[src/rtl/bpvs_pkg.sv]
package bpvs_pkg;

   // Fixed geometry of the bind-pose store.
   localparam int WORDS_PER_JOINT = 12;
   localparam int MATRIX_ROWS     = 4;
   localparam int MATRIX_COLS     = 3;

   // Bias is unsigned Q1.16; values above one are clamped.
   localparam int          BIAS_BITS = 16;
   localparam logic [16:0] BIAS_ONE  = 17'h10000;

   // Datapath widths.
   localparam int POS_W    = 32;
   localparam int PROD_W   = 2 * POS_W;
   localparam int ACC_W    = PROD_W + 2;
   localparam int TERM_W   = ACC_W + 1;
   localparam int SUM_W    = 48;
   localparam int MUL_W    = SUM_W + BIAS_BITS + 1;
   localparam int SCALED_W = MUL_W - BIAS_BITS;
   localparam int NEXT_W   = SCALED_W + 1;

   localparam logic signed [SUM_W-1:0] SUM_MAX = {1'b0, {(SUM_W-1){1'b1}}};
   localparam logic signed [SUM_W-1:0] SUM_MIN = {1'b1, {(SUM_W-1){1'b0}}};
   localparam logic signed [POS_W-1:0] POS_MAX = {1'b0, {(POS_W-1){1'b1}}};
   localparam logic signed [POS_W-1:0] POS_MIN = {1'b1, {(POS_W-1){1'b0}}};

   // Depth of the queue between front and back.
   localparam int QUEUE_DEPTH = 2;

   // Command codes.
   localparam logic CMD_WRITE  = 1'b0;
   localparam logic CMD_WEIGHT = 1'b1;

   typedef struct packed {
      logic                    cmd;
      logic [5:0]              joint_index;
      logic [3:0]              word_index;
      logic signed [31:0]      word_value;
      logic [16:0]             bias;
      logic signed [31:0]      weight_x;
      logic signed [31:0]      weight_y;
      logic signed [31:0]      weight_z;
      logic                    last_weight;
   } req_type;

   typedef struct packed {
      logic signed [31:0]      pos_x;
      logic signed [31:0]      pos_y;
      logic signed [31:0]      pos_z;
      logic                    overflow;
   } rsp_type;

   // What the back part has to do with a queued item.
   typedef enum logic [1:0] {
      KIND_WRITE  = 2'd0,
      KIND_WEIGHT = 2'd1,
      KIND_EMIT   = 2'd2
   } kind_type;

   typedef struct packed {
      logic [1:0] row;
      logic [1:0] col;
   } place_type;

   typedef struct packed {
      kind_type                kind;
      logic [5:0]              joint_index;
      place_type               place;
      logic signed [31:0]      word_value;
      logic [16:0]             bias;
      logic signed [31:0]      weight_x;
      logic signed [31:0]      weight_y;
      logic signed [31:0]      weight_z;
      logic                    last_weight;
   } entry_type;

   // Splits a matrix word index into its row and column.
   function automatic place_type word_place(input logic [3:0] word);
      place_type p;
      unique case (word)
         4'd0:    p = '{row: 2'd0, col: 2'd0};
         4'd1:    p = '{row: 2'd0, col: 2'd1};
         4'd2:    p = '{row: 2'd0, col: 2'd2};
         4'd3:    p = '{row: 2'd1, col: 2'd0};
         4'd4:    p = '{row: 2'd1, col: 2'd1};
         4'd5:    p = '{row: 2'd1, col: 2'd2};
         4'd6:    p = '{row: 2'd2, col: 2'd0};
         4'd7:    p = '{row: 2'd2, col: 2'd1};
         4'd8:    p = '{row: 2'd2, col: 2'd2};
         4'd9:    p = '{row: 2'd3, col: 2'd0};
         4'd10:   p = '{row: 2'd3, col: 2'd1};
         4'd11:   p = '{row: 2'd3, col: 2'd2};
         default: p = '{row: 2'd0, col: 2'd0};
      endcase
      return p;
   endfunction

endpackage

[src/rtl/bpvs_front.sv]
module bpvs_front #(
   parameter int MAX_JOINTS = 64
) (
   input  logic               req_valid,
   output logic               req_ready,
   input  bpvs_pkg::req_type  req_data,
   input  logic               queue_full,
   output logic               push,
   output bpvs_pkg::entry_type push_entry
);
   import bpvs_pkg::*;

   logic        joint_ok;
   logic        word_ok;
   logic        keep;
   logic [16:0] bias_clamped;

   // Range checks and bias clamp.
   assign joint_ok     = (32'(req_data.joint_index) < MAX_JOINTS);
   assign word_ok      = (req_data.word_index < 4'(WORDS_PER_JOINT));
   assign bias_clamped = (req_data.bias > BIAS_ONE) ? BIAS_ONE : req_data.bias;

   // Classify the item; items with no effect are dropped here.
   always_comb begin
      push_entry.joint_index = req_data.joint_index;
      push_entry.place       = word_place(req_data.word_index);
      push_entry.word_value  = req_data.word_value;
      push_entry.bias        = bias_clamped;
      push_entry.weight_x    = req_data.weight_x;
      push_entry.weight_y    = req_data.weight_y;
      push_entry.weight_z    = req_data.weight_z;
      push_entry.last_weight = req_data.last_weight;
      if (req_data.cmd == CMD_WRITE) begin
         push_entry.kind = KIND_WRITE;
         keep            = joint_ok && word_ok;
      end else if ((bias_clamped != 17'd0) && joint_ok) begin
         push_entry.kind = KIND_WEIGHT;
         keep            = 1'b1;
      end else begin
         push_entry.kind = KIND_EMIT;
         keep            = req_data.last_weight;
      end
   end

   assign req_ready = !queue_full;
   assign push      = req_valid && !queue_full && keep;

endmodule

[config.mk]
export PLATFORM = sky130hd
export DESIGN_NAME = bpvs_front
export DESIGN_NICKNAME = d
export VERILOG_FILES = /design/src/rtl/bpvs_pkg.sv /design/src/rtl/bpvs_front.sv
export SDC_FILE = /design/constraint.sdc
export NUM_CORES = 1
export LEC_CHECK = 0
export ABC_CLOCK_PERIOD_IN_PS = 800
export BUFFER_PORTS_ARGS = -buffer_cell sky130_fd_sc_hd__buf_2
export CAP_MARGIN = 20
export CORE_AREA = 8 8 117 119
export DETAILED_ROUTE_END_ITERATION = 10
export DIE_AREA = 0 0 125 127
export SLEW_MARGIN = 40
export SYNTH_ARGS = -nofsm -noshare
export SYNTH_HDL_FRONTEND = slang
export SYNTH_SLANG_ARGS = --single-unit
[constraint.sdc]
create_clock -name vclk -period 0.8
set_input_delay 0.04 -clock vclk [all_inputs]
set_output_delay 0.04 -clock vclk [all_outputs]
set_load 0.05 [all_outputs]
==> out/metrics.csv <==
metric,value,unit
status,"complete, but fails checks",
failing checks,negative setup slack,
initial core utilization,11.5,%
Synth Instances,187,
I/O pin cnt,319,
Critical Path AT,1040,ps
Power Total,833,uW
vias,790,
Final Hold Vio Count,0,
Die Ht,127,um
worst hold path class,in -> out,
Rel. slew slack,74.3,%
Chip Width,125,um
Syn Area/Cell,7.23,sq um
Final nets,279,
Final HPWL DP,3120,um
Residual DRC,0,
worst vdd ir,0.215,mV
clock buffers,0,
Worst Path Max Fanout,3,
critical path class,in -> out,
Max-Cap Viols,0,
Routed Wire Length,3640,um
"Req. time, crit path",760,ps
Hold WS,80.0,ps
worst setup slack after layout,-276,ps
Max Clk Rate,929,MHz
setup TNS,-1170,ps
Vias/cell,3.03,
DIE AREA,15900,sq um
Antenna Cells,0,
Crit. End Element,output pin,
global-route wire length before repair,5240,um
share of cells above drive strength 1,86.0,%
Yosys warning count,0,
RePlAce Congestion,0.794,
area grow syn2layout,-5.74,%
min Tclk post-route,1080,ps
final design utilization,10.8,%
final slew viol count,0,
DR pass1 iterations,2,
Seq cells,0,
worst-margin pin slew,385,ps
initial antenna violation count,0,
RSZ-0062 raised after global routing,true,
P_leak,0.000511,uW
final antenna-violating net count,0,
final setup fails,7,
IO buf count,51,
aggregate global-route resource usage,4.07,%
Synth cell types,22,
wire per inst,14.0,um
Worst Setup SP,req_data[106],
register area,0,sq um
Core Area,11800,sq um
Netlist Area Pre-Place,1350,sq um
Iter 0 DRT Violations,7,
Setup crit start kind,input pin,
largest net degree at the start of global routing,9,
hold_sp,req_data[42],
Power Dens Cells,653,nW/um^2
hold depth,0,
Syn Nets,350,
gr ovfl total,0,
period utilisation layout,135,%
vias in the first global route,893,
hold_buf cts,0,
post-synthesis sequential area ratio,0,%
num rows,40,
[synth_stat cells, drive strengths merged]
cell,n,area (sq um)
nor2,1,3.75
nand2b,2,12.5
and2b,5,43.8
o21a,1,7.51
o22ai,1,6.26
nand3b,1,7.51
o21ai,5,25.0
nor2b,10,62.6
inv,4,15.0
o211ai,1,7.51
buf,136,1020
mux2i,1,10.0
and4,1,8.76
a21boi,1,7.51
and3,1,6.26
a21oi,1,5.00
clkbuf,2,7.51
nor4,4,25.0
nor3b,1,7.51
ha,4,50.1
nand2,4,15.0
[layout make-up]
class	count	area, sq um
Timing Repair Buffer	65	522
Fill cell	1354	10500
Tap cell	147	184
Multi-Input combinational cell	45	541
Inverter	4	28.8
[cells by family after synthesis]
logic type / count (synthesis) / share of synthesized area, %
buffers and inverters: 142 / 77.0
AND/OR/NAND/NOR: 30 / 14.2
AO/OA/AOI/OAI: 10 / 4.35
adder cells (fa/ha/maj): 4 / 3.70
multiplexers: 1 / 0.740
[through the flow]
stage	area [sq um]	cells	setup WS [ps]
6_report	1270	261	-276
5_1_grt	1270	261	-310
4_1_cts	1260	261	-278
3_5_place_dp	1010	260	-397
3_3_place_gp	1010	260	-401
2_1_floorplan	1490	187	-153
[final timing paths]
check	endpoint
worst max-delay path	push_entry[157]
worst min-delay path	push_entry[42]
[worst max-delay path, cell delays in order]
cell    delay, ps
buf_6         100
nor4_4        260
and4_4        290
and3_4        200
buf_8         140
[layout by cell type, fill, tap and decap left out, drive strengths merged]
master,synthesis,layout
a21boi,1,1
a21oi,1,1
and2b,5,5
and3,1,1
and4,1,1
buf,136,65
clkinvlp,0,1
ha,4,4
inv,4,3
mux2i,1,1
nand2,4,4
nand2b,2,2
nand3b,1,1
nor2,1,1
nor2b,10,10
nor3b,1,1
nor4,4,4
o211ai,1,1
o21a,1,1
o21ai,5,5
o22ai,1,1
[report_power, final]
| part | leakage [uW] | switching (uW) | total (uW) | internal (uW) |
|---|---|---|---|---|
| combinational | 0.000511 | 492 | 833 | 341 |
| sequential | 0 | 0 | 0 | 0 |
| clock | 0 | 0 | 0 | 0 |
[layer usage]
metal  track usage (%)  wire length (um)  vias up
met1              2.20               708      307
met5                 0                 0        -
met2              7.19              1740      120
li1                  -                 -      303
met3              3.20               806       60
met4              4.94               389        0
[timing repair]
action                                  4_1_cts  5_1_grt
hold endpoints to repair                      0        0
endpoints found under the setup margin       11        8
resized for setup                            60        5
pin swaps                                    14       10
buffers inserted                              1        0
Note: power is estimated with default switching activity, not from simulation.
