**config.mk**
```make
export PLATFORM = sky130hd
export DESIGN_NAME = bpvs_queue
export DESIGN_NICKNAME = d
export VERILOG_FILES = /design/src/rtl/bpvs_pkg.sv /design/src/rtl/bpvs_queue.sv
export SDC_FILE = /design/constraint.sdc
export NUM_CORES = 1
export LEC_CHECK = 0
export ABC_AREA = 1
export ABC_CLOCK_PERIOD_IN_PS = 7750
export BUFFER_PORTS_ARGS = -buffer_cell sky130_fd_sc_hd__clkbuf_2
export CAP_MARGIN = 10
export CORE_ASPECT_RATIO = 1.1
export CORE_UTILIZATION = 45
export CTS_BUF_LIST = sky130_fd_sc_hd__clkbuf_2 sky130_fd_sc_hd__clkbuf_4 sky130_fd_sc_hd__clkbuf_8
export DETAILED_ROUTE_END_ITERATION = 8
export MAX_ROUTING_LAYER = met4
export PLACE_DENSITY = 0.73
export SLEW_MARGIN = 20
export SYNTH_ARGS = -nofsm -noshare
export SYNTH_HDL_FRONTEND = slang
export SYNTH_SLANG_ARGS = --single-unit
```
**constraint.sdc**
```tcl
create_clock -name clock -period 7.75 [get_ports clock]
set_input_delay 0.775 -clock clock [delete_from_list [all_inputs] [get_ports clock]]
set_output_delay 0.775 -clock clock [all_outputs]
set_load 0.02 [all_outputs]
```
**src/rtl/bpvs_pkg.sv**
```systemverilog
package bpvs_pkg;

   // Fixed geometry of the bind-pose store.
   localparam int WORDS_PER_JOINT = 12;
   localparam int MATRIX_ROWS     = 4;
   localparam int MATRIX_COLS     = 3;

   // Bias is unsigned Q1.16; values above one are clamped.
   localparam int          BIAS_BITS = 16;
   localparam logic [16:0] BIAS_ONE  = 17'h10000;

   // Datapath widths.
   localparam int POS_W    = 32;
   localparam int PROD_W   = 2 * POS_W;
   localparam int ACC_W    = PROD_W + 2;
   localparam int TERM_W   = ACC_W + 1;
   localparam int SUM_W    = 48;
   localparam int MUL_W    = SUM_W + BIAS_BITS + 1;
   localparam int SCALED_W = MUL_W - BIAS_BITS;
   localparam int NEXT_W   = SCALED_W + 1;

   localparam logic signed [SUM_W-1:0] SUM_MAX = {1'b0, {(SUM_W-1){1'b1}}};
   localparam logic signed [SUM_W-1:0] SUM_MIN = {1'b1, {(SUM_W-1){1'b0}}};
   localparam logic signed [POS_W-1:0] POS_MAX = {1'b0, {(POS_W-1){1'b1}}};
   localparam logic signed [POS_W-1:0] POS_MIN = {1'b1, {(POS_W-1){1'b0}}};

   // Depth of the queue between front and back.
   localparam int QUEUE_DEPTH = 2;

   // Command codes.
   localparam logic CMD_WRITE  = 1'b0;
   localparam logic CMD_WEIGHT = 1'b1;

   typedef struct packed {
      logic                    cmd;
      logic [5:0]              joint_index;
      logic [3:0]              word_index;
      logic signed [31:0]      word_value;
      logic [16:0]             bias;
      logic signed [31:0]      weight_x;
      logic signed [31:0]      weight_y;
      logic signed [31:0]      weight_z;
      logic                    last_weight;
   } req_type;

   typedef struct packed {
      logic signed [31:0]      pos_x;
      logic signed [31:0]      pos_y;
      logic signed [31:0]      pos_z;
      logic                    overflow;
   } rsp_type;

   // What the back part has to do with a queued item.
   typedef enum logic [1:0] {
      KIND_WRITE  = 2'd0,
      KIND_WEIGHT = 2'd1,
      KIND_EMIT   = 2'd2
   } kind_type;

   typedef struct packed {
      logic [1:0] row;
      logic [1:0] col;
   } place_type;

   typedef struct packed {
      kind_type                kind;
      logic [5:0]              joint_index;
      place_type               place;
      logic signed [31:0]      word_value;
      logic [16:0]             bias;
      logic signed [31:0]      weight_x;
      logic signed [31:0]      weight_y;
      logic signed [31:0]      weight_z;
      logic                    last_weight;
   } entry_type;

   // Splits a matrix word index into its row and column.
   function automatic place_type word_place(input logic [3:0] word);
      place_type p;
      unique case (word)
         4'd0:    p = '{row: 2'd0, col: 2'd0};
         4'd1:    p = '{row: 2'd0, col: 2'd1};
         4'd2:    p = '{row: 2'd0, col: 2'd2};
         4'd3:    p = '{row: 2'd1, col: 2'd0};
         4'd4:    p = '{row: 2'd1, col: 2'd1};
         4'd5:    p = '{row: 2'd1, col: 2'd2};
         4'd6:    p = '{row: 2'd2, col: 2'd0};
         4'd7:    p = '{row: 2'd2, col: 2'd1};
         4'd8:    p = '{row: 2'd2, col: 2'd2};
         4'd9:    p = '{row: 2'd3, col: 2'd0};
         4'd10:   p = '{row: 2'd3, col: 2'd1};
         4'd11:   p = '{row: 2'd3, col: 2'd2};
         default: p = '{row: 2'd0, col: 2'd0};
      endcase
      return p;
   endfunction

endpackage

```
**src/rtl/bpvs_queue.sv**
```systemverilog
module bpvs_queue (
   input  logic                clock,
   input  logic                reset,
   input  logic                push,
   input  bpvs_pkg::entry_type push_entry,
   output logic                full,
   input  logic                pop,
   output logic                not_empty,
   output bpvs_pkg::entry_type head
);
   import bpvs_pkg::*;

   localparam int PW = (QUEUE_DEPTH > 1) ? $clog2(QUEUE_DEPTH) : 1;
   localparam int CW = $clog2(QUEUE_DEPTH + 1);

   entry_type       slot_ff [QUEUE_DEPTH];
   logic [PW-1:0]   wr_ptr_ff, wr_ptr_in;
   logic [PW-1:0]   rd_ptr_ff, rd_ptr_in;
   logic [CW-1:0]   count_ff, count_in;

   assign full      = (count_ff == CW'(QUEUE_DEPTH));
   assign not_empty = (count_ff != '0);
   assign head      = slot_ff[rd_ptr_ff];

   // Pointer and fill count update.
   always_comb begin
      wr_ptr_in = wr_ptr_ff;
      rd_ptr_in = rd_ptr_ff;
      count_in  = count_ff;
      if (push) begin
         wr_ptr_in = (wr_ptr_ff == PW'(QUEUE_DEPTH - 1)) ? '0 : wr_ptr_ff + 1'b1;
      end
      if (pop) begin
         rd_ptr_in = (rd_ptr_ff == PW'(QUEUE_DEPTH - 1)) ? '0 : rd_ptr_ff + 1'b1;
      end
      if (push && !pop) begin
         count_in = count_ff + 1'b1;
      end else if (pop && !push) begin
         count_in = count_ff - 1'b1;
      end
   end

   always_ff @(posedge clock) begin
      if (reset) begin
         wr_ptr_ff <= '0;
         rd_ptr_ff <= '0;
         count_ff  <= '0;
      end else begin
         wr_ptr_ff <= wr_ptr_in;
         rd_ptr_ff <= rd_ptr_in;
         count_ff  <= count_in;
      end
   end

   // Item storage.
   always_ff @(posedge clock) begin
      if (push) begin
         slot_ff[wr_ptr_ff] <= push_entry;
      end
   end

endmodule

```
==> flow_summary.yaml <==
timing:
  slew_violations: 0
  rsz0062_at_grt: "no"
  holdWs_ns: 0.420
  worstMarginPinSlew_ns: 1.12
  finalCriticalPeriod_ns: 3.61
  worst_slack_ns: 4.14
  tns_ns: 0
  setup_violations: 0
  finalCritPeriodShare_pct: 46.6
  clock.fmax_mhz: 277
  max_slew_margin_pct: 25.5
  clock_skew_ns: 0.0105
  hold_violations: 0
route:
  wire_per_inst_um: 17.5
  post-route-drc-count: 0
  detail-route-antenna-nets: 0
  drt_first_pass_iters: 5
  vias: 6023
  viasPerCell: 4.75
  wl_um: 22200
  drt_iter0_drc: 332
synth:
  synth-edff-count: 316
  async_reset_ff_share_pct: 0
  ys_ff_latch: 321
  seq_area_frac_synth_pct: 79.5
  synth_area_mm2: 0.0121
  synthTopCellsByArea: "edfxtp_1, mux2_4, mux2_2, buf_6, dfxtp_1"
  netlist.area_leader.share_pct: 78.7
  synth_cell_types: 17
  yosys-top-cells-count: "edfxtp_1, mux2_4, mux2_2"
  syn_avg_cell_area_um2: 23.0
  synthFlopType: "edfxtp_1"
  yosysWarningCount: 0
  yosysTopAreaCell: "edfxtp_1"
  syn-num-nets: 688
  yosysMostFrequentCell: "edfxtp_1"
  synthCells: 525
placed_design:
  port_buffers: 321
  dp_hpwl_um: 14500
  gp_congestion: 0.757
  pre_cts_ws_ns: 4.61
  place_area_mm2: 0.0140
setup_path:
  path_max_fanout: 61
  start_kind: "flop"
  cp.arrival_ns: 2.84
  reg2reg_depth: 3
  crit_path_end_kind: "primary output"
  critPathKind: "reg2out"
  r2r_slack_ns: 5.26
  r2r-end: "slot_ff[1][105]"
  r2r_start: "wr_ptr_ff"
  cp.required_ns: 6.97
clock_network:
  holdBufCountCts: 0
  clk_path_buf_depth: 3
  post-cts-setup-buffer-count: 0
  htreeDepth: 2
  clk_latency_ns: 0.53
  root_buffer: "clkbuf_8"
  cts_sinks: 321
  ctsResizeCount: 0
  cts_tree: "yes"
  cts.reportedPaths.clkPinSlew_ns: 0.06
  cts_buffers: 48
worst_hold_path:
  worstHoldPathCells: 1
  whs_endpoint: "slot_ff[0][88]"
  hold_path_class: "in2reg"
  holdCritStartpoint: "push_entry[88]"
final_layout:
  final_area_mm2: 0.0149
  n_antenna_cell: 0
  synthToLayoutAreaGrowth_pct: 23.6
  fillers: 2078
  nets: 1046
  layout-drive-gt1-share_pct: 61.2
floorplanning:
  core_area_mm2: 0.0262
  fp.dieW_um: 158
  dieHeight_um: 174
  die_area_mm2: 0.0275
  start_util_pct: 46.0
  rows: 62
  io_pins: 322
global_routing:
  grt.overflow.total: 0
  antenna_found_initial: 0
  grt_pass1_vias: 6370
  grt_pass1_wl_um: 32900
  grt_start_max_net_pins: 101
  grtUsageTotal_pct: 16.3
status:
  status: "finished clean"
power:
  ir_worst_vdd_mv: 0.189
  p_per_area_mw_per_mm2: 258
  leakage_nw: 5.91
job:
  maxCapViolCount: 0
flip-flops by register name, indices dropped and copies added (netlist names), named ones only:
name,count
count_ff,2
rd_ptr_ff,1
wr_ptr_ff,1
slot_ff,316
where the power goes:
part / internal, mW / switching [mW] / total [mW] / leakage (nW)
sequential: 2.01 / 0.0306 / 2.04 / 3.01
combinational: 0.210 / 0.274 / 0.484 / 2.42
clock: 0.732 / 0.589 / 1.32 / 0.489
total: 2.96 / 0.894 / 3.85 / 5.91
cell usage in the layout (no fill, tap or decap), types with 2 or more instances in the layout:
cell / instances
buf_4: 5
nand2_1: 6
clkbuf_4: 20
inv_1: 8
dfxtp_1: 4
mux2_4: 101
clkbuf_2: 321
mux2_2: 57
edfxtp_1: 316
clkinvlp_4: 2
nor2_1: 5
clkbuf_8: 51
clkinv_1: 10
how the worst max path moves through the flow:
stage               endpoint
2_1_floorplan  slot_ff[0][0]
3_3_place_gp       head[125]
3_5_place_dp       head[126]
4_1_cts            head[126]
5_1_grt            head[121]
6_report           head[117]
worst max-delay path, stage by stage, from the launching register on:
cell,delay (ns)
dfxtp_4,0.76
buf_4,0.92
mux2_2,0.42
clkbuf_2,0.15
layout make-up:
type	count	area [um2]	share of cell area (%)
clock inverters	13	82.6	0.554
clock buffers	71	852	5.72
multi-input cells	177	2260	15.1
inverters	9	38.8	0.260
flip-flops and latches	321	9590	64.3
well taps	352	440	2.95
repair buffers	326	1640	11.0
stage by stage:
step	utilization [%]	std cells	power, mW
6_report	56.9	1269	3.85
4_1_cts	56.9	1269	3.91
2_1_floorplan	-	525	2.42
5_1_grt	56.9	1269	4.01
3_5_place_dp	53.3	1185	2.57
3_3_place_gp	53.3	1185	2.56
cells by family (layout without fill, tap and decap cells):
kind of cell	Yosys count	count (layout)	share of synthesized area (%)
and+or+nand+nor	15	15	0.508
DFF	321	321	79.5
adders and majority gates	1	1	0.104
AOI/OAI and AO/OA	2	2	0.0829
xor gates and xnor gates	1	1	0.0726
buffers and inverters	27	419	1.84
muxes	158	158	17.9
metal layers:
layer	global-route usage, %	wire length (um)	vias to the layer above
li1	-	-	2794
met1	17.6	8290	2932
met2	27.3	11300	251
met3	5.65	2070	46
met4	6.09	565	0
met5	-	0	-
Power figures use the tool's default switching activity.
